[src/rtl/core/wfsp_pkg.sv]
`timescale 1ns / 1ps
`default_nettype none

package wfsp_pkg;

    typedef enum logic [4:0] {
        PH_TAG    = 5'b00001,
        PH_VALUE  = 5'b00010,
        PH_LENGTH = 5'b00100,
        PH_BODY   = 5'b01000,
        PH_ERROR  = 5'b10000
    } phase_t;

    localparam logic [1:0] KIND_HEADER = 2'd0;
    localparam logic [1:0] KIND_BODY   = 2'd1;
    localparam logic [1:0] KIND_STATUS = 2'd2;

    localparam logic [2:0] ERR_NONE      = 3'd0;
    localparam logic [2:0] ERR_TRUNCATED = 3'd1;
    localparam logic [2:0] ERR_TOO_LONG  = 3'd2;
    localparam logic [2:0] ERR_FIELD_0   = 3'd3;
    localparam logic [2:0] ERR_BAD_TYPE  = 3'd4;
    localparam logic [2:0] ERR_GROUP     = 3'd5;

    localparam logic [2:0] WT_VARINT  = 3'd0;
    localparam logic [2:0] WT_FIXED64 = 3'd1;
    localparam logic [2:0] WT_LEN     = 3'd2;
    localparam logic [2:0] WT_SGROUP  = 3'd3;
    localparam logic [2:0] WT_EGROUP  = 3'd4;
    localparam logic [2:0] WT_FIXED32 = 3'd5;
    localparam logic [2:0] WT_BAD6    = 3'd6;
    localparam logic [2:0] WT_BAD7    = 3'd7;

    localparam logic [3:0] VARINT_MAX_BYTES = 4'd10;
    localparam int         OUT_DATA_BITS    = 112;

    typedef struct packed {
        phase_t      phase;
        logic [63:0] acc;
        logic [3:0]  count;
        logic [31:0] field_number;
        logic [2:0]  wire_type;
        logic [2:0]  error;
    } parse_state_t;

    localparam parse_state_t STATE_RESET = '{
        phase:        PH_TAG,
        acc:          64'd0,
        count:        4'd0,
        field_number: 32'd0,
        wire_type:    3'd0,
        error:        3'd0
    };

    typedef struct packed {
        logic [1:0]  kind;
        logic [31:0] field_number;
        logic [2:0]  wire_type;
        logic [63:0] value;
        logic [7:0]  body_byte;
        logic [2:0]  error_code;
        logic        last;
    } result_t;

endpackage

`default_nettype wire

[src/rtl/core/wire_field_stream_parser.sv]
// Protobuf wire-format field parser.
// The slave channel takes one byte of an encoded buffer per transaction, with
// tlast on the last byte of the buffer. The master channel gives one result per
// field header, one per fixed or length-delimited body byte, and always one for
// the last byte, which carries the final status code and tlast. tuser gives the
// result kind: field header, body byte, or end status only.
// A byte passes from its transaction into the input register, then through the
// decode logic into the result register on the master side. One byte is taken
// per cycle while results are taken, since the parser state is updated by a
// single pass of logic on each byte.
// When the receiver stalls, the result register holds its transaction and the
// input register holds the next byte; tready falls once both are full.
// Bytes after a detected error produce no result until the end of the buffer.
// Reset empties both registers and returns the parser to waiting for a tag;
// after the last byte of each buffer the parser returns to that state too.
`timescale 1ns / 1ps
`default_nettype none

module wire_field_stream_parser #(
    parameter int LENGTH_BITS = 32
) (
    input  logic         clk,
    input  logic         rst_n,
    input  logic         s_tvalid,
    output logic         s_tready,
    input  logic [7:0]   s_tdata,  // data_byte[7:0]
    input  logic         s_tlast,
    output logic         m_tvalid,
    input  logic         m_tready,
    // field_number[31:0], wire_type[34:32], value[98:35], body_byte[106:99],
    // error_code[109:107], zero padding[111:110]
    output logic [wfsp_pkg::OUT_DATA_BITS-1:0] m_tdata,
    output logic [1:0]   m_tuser,  // kind[1:0]
    output logic         m_tlast
);
    import wfsp_pkg::*;

    logic                   in_valid_reg;
    logic [7:0]             in_data_reg;
    logic                   in_last_reg;
    parse_state_t           state_reg;
    parse_state_t           state_next;
    logic [LENGTH_BITS-1:0] remaining_reg;
    logic [LENGTH_BITS-1:0] remaining_next;
    logic                   out_valid_reg;
    result_t                out_result_reg;
    result_t                step_result;
    logic                   step_emit;
    logic                   out_free;
    logic                   proc_fire;

    assign out_free  = !out_valid_reg || m_tready;
    assign proc_fire = in_valid_reg && out_free;
    assign s_tready  = !in_valid_reg || out_free;

    wfsp_core #(
        .LENGTH_BITS (LENGTH_BITS)
    ) u_core (
        .state_q     (state_reg),
        .remaining_q (remaining_reg),
        .data_byte   (in_data_reg),
        .last        (in_last_reg),
        .state_d     (state_next),
        .remaining_d (remaining_next),
        .emit        (step_emit),
        .result      (step_result)
    );

    always_ff @(posedge clk or negedge rst_n)
    begin
        if (!rst_n)
        begin
            in_valid_reg  <= 1'b0;
            out_valid_reg <= 1'b0;
            state_reg     <= STATE_RESET;
            remaining_reg <= '0;
        end
        else
        begin
            if (s_tready)
            begin
                in_valid_reg <= s_tvalid;
            end
            if (proc_fire)
            begin
                state_reg     <= state_next;
                remaining_reg <= remaining_next;
                out_valid_reg <= step_emit;
            end
            else if (m_tready)
            begin
                out_valid_reg <= 1'b0;
            end
        end
    end

    always_ff @(posedge clk)
    begin
        if (s_tready && s_tvalid)
        begin
            in_data_reg <= s_tdata;
            in_last_reg <= s_tlast;
        end
        if (proc_fire && step_emit)
        begin
            out_result_reg <= step_result;
        end
    end

    assign m_tvalid = out_valid_reg;
    assign m_tuser  = out_result_reg.kind;
    assign m_tlast  = out_result_reg.last;
    assign m_tdata  = {2'b00,
                       out_result_reg.error_code,
                       out_result_reg.body_byte,
                       out_result_reg.value,
                       out_result_reg.wire_type,
                       out_result_reg.field_number};

endmodule

`default_nettype wire

[src/rtl/core/wfsp_step.sv]
`timescale 1ns / 1ps
`default_nettype none

module wfsp_step (
    input  logic [63:0] acc_q,
    input  logic [3:0]  count_q,
    input  logic [6:0]  payload,
    output logic [63:0] acc_d,
    output logic [3:0]  count_d
);
    logic [6:0]  shift;
    logic [63:0] new_bits;

    assign shift    = 7'({3'd0, count_q} * 7'd7);
    assign new_bits = (shift < 7'd64) ? ({57'd0, payload} << shift[5:0]) : 64'd0;
    assign acc_d    = acc_q | new_bits;
    assign count_d  = count_q + 4'd1;

endmodule

`default_nettype wire

[src/rtl/core/wfsp_core.sv]
`timescale 1ns / 1ps
`default_nettype none

module wfsp_core #(
    parameter int LENGTH_BITS = 32
) (
    input  wfsp_pkg::parse_state_t  state_q,
    input  logic [LENGTH_BITS-1:0]  remaining_q,
    input  logic [7:0]              data_byte,
    input  logic                    last,
    output wfsp_pkg::parse_state_t  state_d,
    output logic [LENGTH_BITS-1:0]  remaining_d,
    output logic                    emit,
    output wfsp_pkg::result_t       result
);
    import wfsp_pkg::*;

    logic [63:0]            varint_v;
    logic [3:0]             count_inc;
    logic [31:0]            tag_fn;
    logic [2:0]             tag_wt;
    logic                   oversize;
    logic [LENGTH_BITS-1:0] rem_dec;
    logic                   hit;
    logic [2:0]             err;

    wfsp_step u_varint (
        .acc_q   (state_q.acc),
        .count_q (state_q.count),
        .payload (data_byte[6:0]),
        .acc_d   (varint_v),
        .count_d (count_inc)
    );

    assign tag_fn    = varint_v[34:3];
    assign tag_wt    = varint_v[2:0];
    assign oversize  = |(varint_v >> LENGTH_BITS);
    assign rem_dec   = (remaining_q != '0) ? remaining_q - 1'b1 : remaining_q;

    always_comb
    begin
        state_d     = state_q;
        remaining_d = remaining_q;
        hit         = 1'b0;
        result      = '0;
        err         = ERR_NONE;
        case (state_q.phase)
            PH_TAG, PH_VALUE, PH_LENGTH:
            begin
                state_d.acc   = varint_v;
                state_d.count = count_inc;
                if (data_byte[7])
                begin
                    if (count_inc >= VARINT_MAX_BYTES)
                    begin
                        state_d.error = ERR_TOO_LONG;
                        state_d.phase = PH_ERROR;
                    end
                end
                else
                begin
                    state_d.acc   = 64'd0;
                    state_d.count = 4'd0;
                    if (state_q.phase == PH_TAG)
                    begin
                        if (tag_fn == 32'd0)
                        begin
                            state_d.error = ERR_FIELD_0;
                            state_d.phase = PH_ERROR;
                        end
                        else if (tag_wt inside {WT_BAD6, WT_BAD7})
                        begin
                            state_d.error = ERR_BAD_TYPE;
                            state_d.phase = PH_ERROR;
                        end
                        else if (tag_wt inside {WT_SGROUP, WT_EGROUP})
                        begin
                            state_d.error = ERR_GROUP;
                            state_d.phase = PH_ERROR;
                        end
                        else
                        begin
                            state_d.field_number = tag_fn;
                            state_d.wire_type    = tag_wt;
                            if (tag_wt == WT_VARINT)
                            begin
                                state_d.phase = PH_VALUE;
                            end
                            else if (tag_wt == WT_LEN)
                            begin
                                state_d.phase = PH_LENGTH;
                            end
                            else
                            begin
                                hit                 = 1'b1;
                                result.kind         = KIND_HEADER;
                                result.field_number = tag_fn;
                                result.wire_type    = tag_wt;
                                remaining_d = (tag_wt == WT_FIXED64) ? LENGTH_BITS'(8)
                                                                     : LENGTH_BITS'(4);
                                state_d.phase = PH_BODY;
                            end
                        end
                    end
                    else if (state_q.phase == PH_VALUE)
                    begin
                        hit                 = 1'b1;
                        result.kind         = KIND_HEADER;
                        result.field_number = state_q.field_number;
                        result.wire_type    = state_q.wire_type;
                        result.value        = varint_v;
                        state_d.phase       = PH_TAG;
                    end
                    else if (oversize)
                    begin
                        state_d.error = ERR_TRUNCATED;
                        state_d.phase = PH_ERROR;
                    end
                    else
                    begin
                        hit                 = 1'b1;
                        result.kind         = KIND_HEADER;
                        result.field_number = state_q.field_number;
                        result.wire_type    = state_q.wire_type;
                        result.value        = varint_v;
                        remaining_d         = varint_v[LENGTH_BITS-1:0];
                        state_d.phase       = (varint_v == 64'd0) ? PH_TAG : PH_BODY;
                    end
                end
            end
            PH_BODY:
            begin
                hit                 = 1'b1;
                result.kind         = KIND_BODY;
                result.field_number = state_q.field_number;
                result.wire_type    = state_q.wire_type;
                result.body_byte    = data_byte;
                remaining_d         = rem_dec;
                if (rem_dec == '0)
                begin
                    state_d.phase = PH_TAG;
                end
            end
            default:
            begin
            end
        endcase

        if (last)
        begin
            err = state_d.error;
            if (err == ERR_NONE && state_d.phase != PH_TAG)
            begin
                err = ERR_TRUNCATED;
            end
            if (!hit)
            begin
                result      = '0;
                result.kind = KIND_STATUS;
            end
            result.error_code = err;
            result.last       = 1'b1;
            state_d           = STATE_RESET;
            remaining_d       = '0;
        end
    end

    assign emit = hit | last;

endmodule

`default_nettype wire
[config.mk]
export PLATFORM = sky130hd
export DESIGN_NAME = wire_field_stream_parser
export DESIGN_NICKNAME = d
export VERILOG_FILES = /design/src/rtl/core/wfsp_pkg.sv /design/src/rtl/core/wire_field_stream_parser.sv /design/src/rtl/core/wfsp_step.sv /design/src/rtl/core/wfsp_core.sv
export SDC_FILE = /design/constraint.sdc
export NUM_CORES = 1
export LEC_CHECK = 0
export ABC_AREA = 1
export BUFFER_PORTS_ARGS = -buffer_cell sky130_fd_sc_hd__buf_2
export CAP_MARGIN = 20
export CELL_PAD_IN_SITES_DETAIL_PLACEMENT = 1
export CELL_PAD_IN_SITES_GLOBAL_PLACEMENT = 1
export CORE_AREA = 2 2 239 241
export CTS_CLUSTER_DIAMETER = 100
export DETAILED_ROUTE_END_ITERATION = 10
export DIE_AREA = 0 0 241 243
export HOLD_SLACK_MARGIN = 0.05
export PLACE_DENSITY_LB_ADDON = 0.05
export SETUP_SLACK_MARGIN = 0.15
export SYNTH_ARGS = -nofsm -noshare
export SYNTH_HDL_FRONTEND = slang
export SYNTH_SLANG_ARGS = --single-unit
[constraint.sdc]
create_clock -name clk -period 16.45 [get_ports clk]
set_input_delay 0.8225 -clock clk [delete_from_list [all_inputs] [get_ports clk]]
set_output_delay 0.8225 -clock clk [all_outputs]
set_load 0.05 [all_outputs]
==> impl_metrics.ini, run 1 <==
[outcome]
outcome = finished clean

[cells_and_area]
syn2layout_area_growth_pct = 18.6
largest_register_ffs = 111
multi_input_area_sq_um = 5500
diodes = 0
layout_commonest_cell = nand2_1
nets = 1788
drive_above_1_share = 0.139
fillers = 6713
final_cell_mix = nand2_1, nor2_1, inv_1
regArea_sq_um = 7290
finalInstanceArea_sq_um = 16400

[setup_path]
cp_max_fo = 76
cp-start-kind = register
crit_path_end = m_tdata[91]$_DFFE_PP_
worstRegToRegCells = 20
crit_path_end_kind = register
cp_data_required_time_ns = 16.63
startpoint = state_reg[38]$_DFFE_PN0P_
critPathKind = register to register
rr_startpoint = state_reg[38]$_DFFE_PN0P_
r2r_setup_slack_ns = 9.41
cp.arrival_ns = 7.22
r2r_end = m_tdata[91]$_DFFE_PP_

[clock_tree]
htree_num_levels = 2
clk_latency_ns = 0.57
cts_root_buffer = clkbuf_16
cts_buffers = 36
cts_buffer_depth = 3
cts_tree = yes
clock-sinks = 267
cts_hold_buffers = 0
post-cts-setup-buffers = 0
cts_resized = 0
path_clk_slew_ns = 0.06

[routing]
drtPass1Iterations = 6
remaining_drc_errors = 0
vias = 12000
ant_nets = 0
routed_wl_um = 55400
routedWlPerCell_um = 21.8
vias_per_cell = 4.70
drt_iter0_markers = 761

[placed_design]
place_area_sq_um = 15200
globalplace.congestion = 0.799
pre_cts_ws_ns = 9.41
dp_hpwl_um = 39300
io_buffers = 127

[power_and_ir_drop]
ir_drop_v = 0.0000904
power_frac_seq = 0.254
power.density_nw_per_um2 = 216
cellInternalPower_mw = 1.75
p_comb_frac = 0.506
p_clk_frac = 0.240
p_leak_nw = 7.46
p_sw_frac = 0.507
switchingPower_mw = 1.79

[hold_path]
min_path_type = primary input to asynchronous set/reset pin

[logic_synthesis]
yosysWarnings = 0
async_reset_ff_frac = 0.543
synth_edf_count = 122
synth_top_family_by_area = simple AND/OR/NAND/NOR gates
synthSimpleGateAreaFrac = 0.244
seq_area_frac_synth = 0.527
synth_compound_area_frac = 0.120
synth_top_cell_by_area = edfxtp_1
ys.flop_type = dfrtp_1
synth_xor_area_frac = 0.0172
synth_top_area_frac = 0.265
synth_area_leaders = edfxtp_1, dfrtp_1, nand2_1
synth-seq-cells = 267
synth_area_sq_um = 13800
synth_cell_types = 44
synthCells = 1658
muxShareOfSynthArea = 0
synthAdderAreaFrac = 0.0139
avgSynthCellArea_sq_um = 8.35

[timing]
slew_viol_final = 0
rsz0062_at_grt = no
finalSetupViolCount = 0
skew_ns = 0.0214
relSlewSlack = 0.278
whs_ns = 0.180
setup_ws_ns = 9.41
fin_crit_ns = 7.04
post-route-period-util = 0.428
fin_tns_setup_ns = 0
worst_pin_slew_ns = 1.08
hold_violations = 0
fmax_mhz = 142

[die]
die_area_sq_um = 58600
row_count = 87
die_x_um = 241
io-pin-count = 130
core_sq_um = 56000
die_h_um = 243
start_util = 0.248

[global_routing]
grt_pass1_wl_um = 83400
grt_pass1_vias = 12600
antenna_found_initial = 1
grt_max_degree = 77
grt_usage = 0.191
overflow = 0

[job]
max_cap_viol_count = 0
[power by group through the flow]
stage                     clock [mW]  combinational (mW)  sequential (mW)
after global routing           0.909                1.96            0.916
after CTS                      0.881                1.82            0.905
after global placement             0                1.83            0.915
final                          0.851                1.79            0.901
after detailed placement           0                1.82            0.916
after floorplan                    0               0.976             1.16
[kinds of logic (layout without fill, tap and decap cells)]
kind of cell | Yosys count | count (layout)
xor gates and xnor gates | 25 | 25
DFF | 267 | 267
adders and majority gates | 13 | 13
AOI/OAI and AO/OA | 291 | 291
buffers and inverters | 258 | 389
and+or+nand+nor | 803 | 803
other | 1 | 2
[how the worst min path moves through the flow]
stage          cells after the start  slack (ns)                 startpoint                         to
6_report                           1        0.18                      rst_n  state_reg[15]$_DFFE_PN0P_
5_1_grt                            1        0.19                      rst_n  state_reg[15]$_DFFE_PN0P_
4_1_cts                            1        0.17                      rst_n  state_reg[15]$_DFFE_PN0P_
3_5_place_dp                       2        0.47  state_reg[25]$_DFFE_PN0P_  state_reg[25]$_DFFE_PN0P_
3_3_place_gp                       2        0.46  state_reg[25]$_DFFE_PN0P_  state_reg[25]$_DFFE_PN0P_
2_1_floorplan                      0        0.42      in_last_reg$_DFFE_PP_          m_tlast$_DFFE_PP_
[stage by stage]
stage | util | std cells | total power [mW]
6_report | 0.294 | 2546 | 3.54
5_1_grt | 0.294 | 2546 | 3.78
4_1_cts | 0.294 | 2546 | 3.61
3_5_place_dp | 0.271 | 2480 | 2.73
3_3_place_gp | 0.271 | 2480 | 2.74
2_1_floorplan | - | 1659 | 2.13
[routing by layer]
layer | track usage | vias up | part of all wire
met5 | 0 | - | 0
met4 | 0.0536 | 0 | 0.023
met3 | 0.0257 | 66 | 0.030
li1 | - | 5716 | -
met1 | 0.266 | 6010 | 0.48
met2 | 0.310 | 164 | 0.47
[final cells by class]
| class | count | area share |
|---|---|---|
| Clock buffer | 42 | 0.0562 |
| Clock inverter | 24 | 0.0200 |
| Inverter | 182 | 0.0418 |
| Multi-Input combinational cell | 1134 | 0.335 |
| Sequential cell | 267 | 0.444 |
| Tap cell | 756 | 0.0576 |
| Timing Repair Buffer | 141 | 0.0455 |
[synthesized netlist by cell type, types with 3 or more instances]
library cell,instances
buf_2,23
nor2_2,8
fa_1,4
a31oi_1,8
o21bai_1,4
dfrtp_1,144
edfxtp_1,122
a21oi_4,3
o21ai_1,56
a21oi_1,104
buf_4,6
nor3_1,5
inv_1,169
nand4_1,27
and2_1,3
o31ai_1,7
o22ai_1,48
nand2_2,10
o21ai_0,40
clkbuf_1,30
ha_1,9
nand2_1,344
buf_6,8
nor2_1,232
buf_1,9
a21o_1,10
xor2_1,23
inv_2,12
nand3_1,166
a21oi_2,5
[worst max-delay path, stage by stage, from the launching register on]
cell and delay [ns]:
dfrtp_1 0.64, fa_1 0.48, ha_1 0.24, fa_1 1.06, inv_1 0.60, nand4_1 0.27
nor2_1 0.08, nand3_1 0.09, nand2_1 0.05, nor2_1 0.25, nand3_1 0.15, nor2_1 0.21
nand2_1 0.08, nor2_1 0.11, nand2_1 0.24, nand2_2 0.23, o211ai_1 0.13, nand2_1 0.12
o21ai_0 0.17, inv_4 0.45, buf_4 0.77
Power figures use the tool's default switching activity.
==> inputs of run 2 (changes only) <==
- ABC_AREA: 1 -> 0
- CORE_AREA: 2 2 239 241 -> 2 2 236 238
- DIE_AREA: 0 0 241 243 -> 0 0 238 240
- clock period: 16.45 -> 6.6 ns (I/O delays scaled with it)
==> run 2 against run 1 <==
Sequential power up 140%. Sequential share of layout area increased by 0.34 points. Via count decreased by 5.0%. Largest cell class unchanged.
==> impl_metrics.ini, run 2 <==
[logic_synthesis]
synth-seq-cells = 267
synth_cell_types = 82
ys.flop_type = dfrtp_1
synth_top_cell_by_area = edfxtp_1
synth_area_sq_um = 13500
synth_edf_count = 122
synth_most_common_cell = nor2_1
async_reset_ff_frac = 0.543
synth_area_leaders = edfxtp_1, dfrtp_1, a21oi_1
synth_top_area_frac = 0.272
avgSynthCellArea_sq_um = 10.1
synthCells = 1331
yosysWarnings = 0
synth_commonest_cells = nor2_1, a21oi_1, dfrtp_1, edfxtp_1, nand2_1
seq_area_frac_synth = 0.541

[setup_path]
cp.arrival_ns = 6.47
slowest_delay_ns = 0.66
cp_max_fo = 32
path_buf_inv = 1
rr_startpoint = state_reg[39]$_DFFE_PN0P_
cp-start-kind = register
cp_data_required_time_ns = 7.09
crit_path_end_kind = register
critPathKind = register to register
startpoint = state_reg[39]$_DFFE_PN0P_
crit_path_frequent_cell = fa_1
cp_cell_sequence = fa_1 > ha_1 > fa_1 > xor2_1 > nor3_1 > a221o_1 > or2_2 > o31ai_1 > nand4_1 > or3_1 > a21oi_2 > o211a_1 > buf_4 > a32o_1
critPathSlowestCell = xor2_1
critPathTopFamily = compound AO/OA/AOI/OAI gates

[placed_design]
pre_cts_ws_ns = 0.683
dp_hpwl_um = 37200
globalplace.congestion = 0.792
io_buffers = 127

[hold_path]
min_path_type = primary input to register
hold_start = m_tready

[global_routing]
grt_max_degree = 63
overflow = 0
grt_usage = 0.189
antenna_found_initial = 1
grt_pass1_wl_um = 80400
grt_pass1_vias = 11700

[timing]
hold_violations = 0
finalSetupViolCount = 0
setup_ws_ns = 0.620
fmax_mhz = 167
fin_tns_setup_ns = 0
rsz0062_at_grt = no
slew_viol_final = 0
skew_ns = 0.0215
fin_crit_ns = 5.98
worst_pin_slew_ns = 1.11
post-route-period-util = 0.906
relSlewSlack = 0.261

[die]
row_count = 86
start_util = 0.247
die_x_um = 238
die_area_sq_um = 57100
io-pin-count = 130
core_sq_um = 54700
die_h_um = 240

[clock_tree]
cts_tree = yes
path_clk_slew_ns = 0.06
clock-sinks = 267
cts_buffer_depth = 3
post-cts-setup-buffers = 0
cts_resized = 0
cts_hold_buffers = 11
clk_latency_ns = 0.56
cts_buffers = 35
htree_num_levels = 2
cts_root_buffer = clkbuf_16

[routing]
vias_per_cell = 5.17
drtPass1Iterations = 5
ant_nets = 0
remaining_drc_errors = 0
routedWlPerCell_um = 24.6
routed_wl_um = 54000
drt_iter0_markers = 834
vias = 11400

[cells_and_area]
largest_register_ffs = 111
diodes = 0
nets = 1491
layout_commonest_cell = nor2_1
final_cell_mix = nor2_1, a21oi_1, dfrtp_1
syn2layout_area_growth_pct = 20.9
drive_above_1_share = 0.184

[job]
max_cap_viol_count = 0

[power_and_ir_drop]
ir_drop_v = 0.000237
power.density_nw_per_um2 = 494
p_leak_nw = 6.47

[outcome]
outcome = finished clean
[run 2: changes by cell type after synthesis, moves of 35 or more]
cell,change
nand3_1,-137
nor2_1,-49
nor3_1,+35
inv_1,-147
o21ai_0,+37
a21oi_1,+48
o21ai_1,-52
nand2_1,-264
clkbuf_1,+35
o2bb2ai_1,+36
[run 2: final cells by class]
| type | count | area [sq um] |
|---|---|---|
| Clock inverter | 16 | 153 |
| Tap cell | 704 | 881 |
| Timing Repair Buffer | 191 | 1200 |
| Multi-Input combinational cell | 947 | 5710 |
| Clock buffer | 48 | 976 |
| Fill cell | 6160 | 38400 |
| Inverter | 23 | 86.3 |
| Sequential cell | 267 | 7290 |
[run 2: power by group]
part | switching (mW) | internal [mW] | total [mW]
Combinational | 2.91 | 1.06 | 3.97
Sequential | 0.142 | 2.02 | 2.17
Clock | 0.789 | 1.12 | 1.91
[run 2: final timing paths]
path	end	slack, ns	cells past startpoint
worst min-delay path	m_tvalid$_DFFE_PN0P_	0.13	4
worst min register to register	state_reg[4]$_DFFE_PN0P_	0.47	2
worst max-delay path	remaining_reg[2]$_DFFE_PN0P_	0.62	14
worst max register to register	remaining_reg[2]$_DFFE_PN0P_	0.62	14
max in group asynchronous	state_reg[93]$_DFFE_PN0P_	5.08	3
min in group asynchronous	in_valid_reg$_DFFE_PN0N_	0.36	2
[run 2: stage by stage]
stage / total power, mW / instance area [sq um] / instances / hold slack (ns) / utilization
3_5_place_dp: 6.18 / 15100 / 2121 / 0.389 / 0.275
3_3_place_gp: 6.20 / 15100 / 2120 / 0.394 / 0.275
5_1_grt: 8.51 / 16300 / 2196 / 0.169 / 0.298
4_1_cts: 8.16 / 16300 / 2196 / 0.0941 / 0.298
6_report: 8.05 / 16300 / 2196 / 0.126 / 0.298
2_1_floorplan: 4.76 / 13500 / 1332 / 0.0344 / -
[run 2: kinds of logic after synthesis]
family / share of synthesized area
buffers and inverters: 0.0371
and+or+nand+nor: 0.167
xor gates and xnor gates: 0.0123
adders and majority gates: 0.0143
muxes: 0.0202
DFF: 0.541
other: 0.000278
AOI/OAI and AO/OA: 0.207
[run 2: routing by layer]
metal / share of wire / track usage / routed length (um)
met1: 0.48 / 0.263 / 25900
met2: 0.46 / 0.303 / 24700
met3: 0.040 / 0.0343 / 2170
met4: 0.022 / 0.0492 / 1160
met5: 0 / 0 / 0
[run 2: tightest hold or removal path, cell delays in order]
cell,delay [ns]
buf_2,0.08
nor2b_1,0.07
nor2_1,0.09
a21oi_1,0.05
==> inputs of run 3 (changes only) <==
- CORE_AREA: 2 2 236 238 -> 2 2 187 189
- DIE_AREA: 0 0 238 240 -> 0 0 189 191
- SYNTH_HIERARCHICAL: default -> 1
==> run 3 against run 2 <==
Fmax is 2.1% lower. First-iteration DRC count is 26% higher. Via count is 18% higher. Sequential cell count stayed put. Clock skew is 0.0045 ns higher. Critical path depth is 8 higher. Critical path type unchanged. Critical endpoint is now m_tdata[3]$_DFFE_PP_. Largest cell class is now multi-input gates. Highest routed layer unchanged.
==> impl_metrics.ini, run 3 <==
[die]
core_sq_um = 34100
row_count = 68
io-pin-count = 130
die_h_um = 191
die_x_um = 189
start_util = 0.473
die_area_sq_um = 36100

[global_routing]
antenna_found_initial = 2
grt_max_degree = 90
grt_usage = 0.296
grt_pass1_vias = 13800
grt_pass1_wl_um = 83200
overflow = 0

[clock_tree]
cts_buffer_depth = 3
htree_num_levels = 1
clk_latency_ns = 0.59
cts_tree = yes
cts_buffers = 31
clock-sinks = 267
cts_root_buffer = clkbuf_16
path_clk_slew_ns = 0.06

[placed_design]
globalplace.congestion = 0.916
placed_cells = 2094
io_buffers = 127
dp_hpwl_um = 35300

[setup_path]
critPathSlowestCell = dfrtp_1
cp_data_required_time_ns = 6.93
cp_cell_sequence = inv_1 > fa_1 > inv_1 > ha_1 > inv_1 > fa_1 > buf_4 > xor2_1 > nor2_1 > a32o_1 > a21oi_1 > o21bai_2 > nor4_1 > nand4_1 > nor3_2 > o21ai_0 > a31oi_1 > nand2_1 > nand2_1 > nor2_4 > buf_12 > buf_4
crit_path_frequent_cell = inv_1
cp_max_fo = 18
worstRegToRegCells = 22
cp-start-kind = register
cp.arrival_ns = 6.44
slowest_delay_ns = 0.50
critPathKind = register to register
crit_path_end_kind = register

[cells_and_area]
fillers = 3725
layout_commonest_cell = dfrtp_1
nets = 1719
regArea_sq_um = 7290
largest_register_ffs = 111
syn2layout_area_growth_pct = 15.0
multi_input_area_sq_um = 8200
instances_no_fill = 2175
final_cell_mix = dfrtp_1, nor2_1, nand2_1
drive_above_1_share = 0.265

[timing]
hold_violations = 0
worst_pin_slew_ns = 1.10
fin_crit_ns = 6.11
skew_ns = 0.0260
slew_viol_final = 0
finalSetupViolCount = 0
rsz0062_at_grt = no
post-route-period-util = 0.926
fmax_mhz = 164
relSlewSlack = 0.260
whs_ns = 0.0845
fin_tns_setup_ns = 0

[logic_synthesis]
yosysWarnings = 6
async_reset_ff_frac = 0.543
synth_edf_count = 122
synth_commonest_cells = nor2_1, dfrtp_1, nand2_1, a21oi_1, edfxtp_1
synth_area_leaders = edfxtp_1, dfrtp_1, mux2_4
synthCells = 1578
synth_top_area_frac = 0.227
seq_area_frac_synth = 0.452
avgSynthCellArea_sq_um = 10.2
synth_area_sq_um = 16100
synth_most_common_cell = nor2_1
ys.flop_type = dfrtp_1
synth_cell_types = 97
synth-seq-cells = 267
synth_top_cell_by_area = edfxtp_1

[routing]
routedWlPerCell_um = 24.6
ant_nets = 0
routed_wl_um = 53500
vias_per_cell = 6.17
remaining_drc_errors = 0
drt_iter0_markers = 1050
drtPass1Iterations = 6
vias = 13400

[outcome]
outcome = finished clean

[power_and_ir_drop]
power.density_nw_per_um2 = 522
p_leak_nw = 8.36
ir_drop_v = 0.000392

[hold_path]
whs_path_depth = 3
min_path_type = primary input to register

[job]
max_cap_viol_count = 0
[run 3: stage by stage]
step / cell area, sq um / worst slack [ns] / total power [mW] / util
finish: 18600 / 0.490 / 9.69 / 0.544
global route: 18600 / 0.162 / 10.2 / 0.544
CTS: 18400 / 0.206 / 9.63 / 0.541
detailed placement: 17300 / 0.0384 / 7.78 / 0.506
global placement: 17300 / 0.0654 / 7.68 / 0.506
floorplan: 16200 / 0.247 / 6.03 / -
[run 3: critical path, delay by kind of cell, from the launching register on]
family                     cells  cell delay [ns]
and+or+nand+nor                7             1.66
AOI/OAI and AO/OA              5             1.24
xor gates and xnor gates       1             0.42
adders and majority gates      3             1.12
DFF                            1             0.50
buffers and inverters          6             0.90
[run 3: worst paths after layout]
check | start | endpoint | slack, ns
max | state_reg[40]$_DFFE_PN0P_ | m_tdata[3]$_DFFE_PP_ | 0.49
min | m_tready | m_tvalid$_DFFE_PN0P_ | 0.08
max reg2reg | state_reg[40]$_DFFE_PN0P_ | m_tdata[3]$_DFFE_PP_ | 0.49
min reg2reg | state_reg[3]$_DFFE_PN0P_ | state_reg[3]$_DFFE_PN0P_ | 0.51
max in group asynchronous | rst_n | state_reg[3]$_DFFE_PN0P_ | 4.85
min in group asynchronous | rst_n | state_reg[25]$_DFFE_PN0P_ | 0.41
[run 3: cells by family after synthesis]
kind of cell / count (synthesis) / share of synthesized area
other: 1 / 0.000232
XOR/XNOR: 21 / 0.0119
adder cells (fa/ha/maj): 12 / 0.0112
multiplexers: 155 / 0.124
AND/OR/NAND/NOR: 589 / 0.194
buffers and inverters: 153 / 0.0451
flip-flops: 267 / 0.452
AO/OA/AOI/OAI: 380 / 0.162
[run 3: where the power goes]
| part | switching [mW] | total [mW] | internal, mW | leakage (nW) |
|---|---|---|---|---|
| logic | 3.85 | 5.49 | 1.64 | 4.66 |
| registers | 0.277 | 2.40 | 2.13 | 3.18 |
| clock network | 0.736 | 1.80 | 1.06 | 0.514 |
| total | 4.86 | 9.69 | 4.83 | 8.36 |
[run 3: layout make-up]
type	instances	area share
clock buffer	39	0.0456
tap	455	0.0307
sequential	267	0.393
antenna	1	0.000135
clock inverter	19	0.0115
inverter	24	0.00485
timing repair buffer	210	0.0723
multi-input combinational	1160	0.442
[run 3: repair_timing]
| item | in CTS | in global routing |
|---|---|---|
| resized for setup | 1 | 7 |
| endpoints found under the setup margin | 92 | 169 |
| endpoints found under the hold margin | 98 | 0 |
| gates cloned | 1 | 0 |
| hold buffers | 11 | 0 |
| setup buffers | 0 | 10 |
| pin swaps | 1 | 5 |
[run 3: routing by layer]
layer	GRT usage	share of wire	vias up
met1	0.414	0.45	6905
li1	-	-	6016
met2	0.474	0.46	409
met5	0	0	-
met3	0.0397	0.059	93
met4	0.102	0.031	0
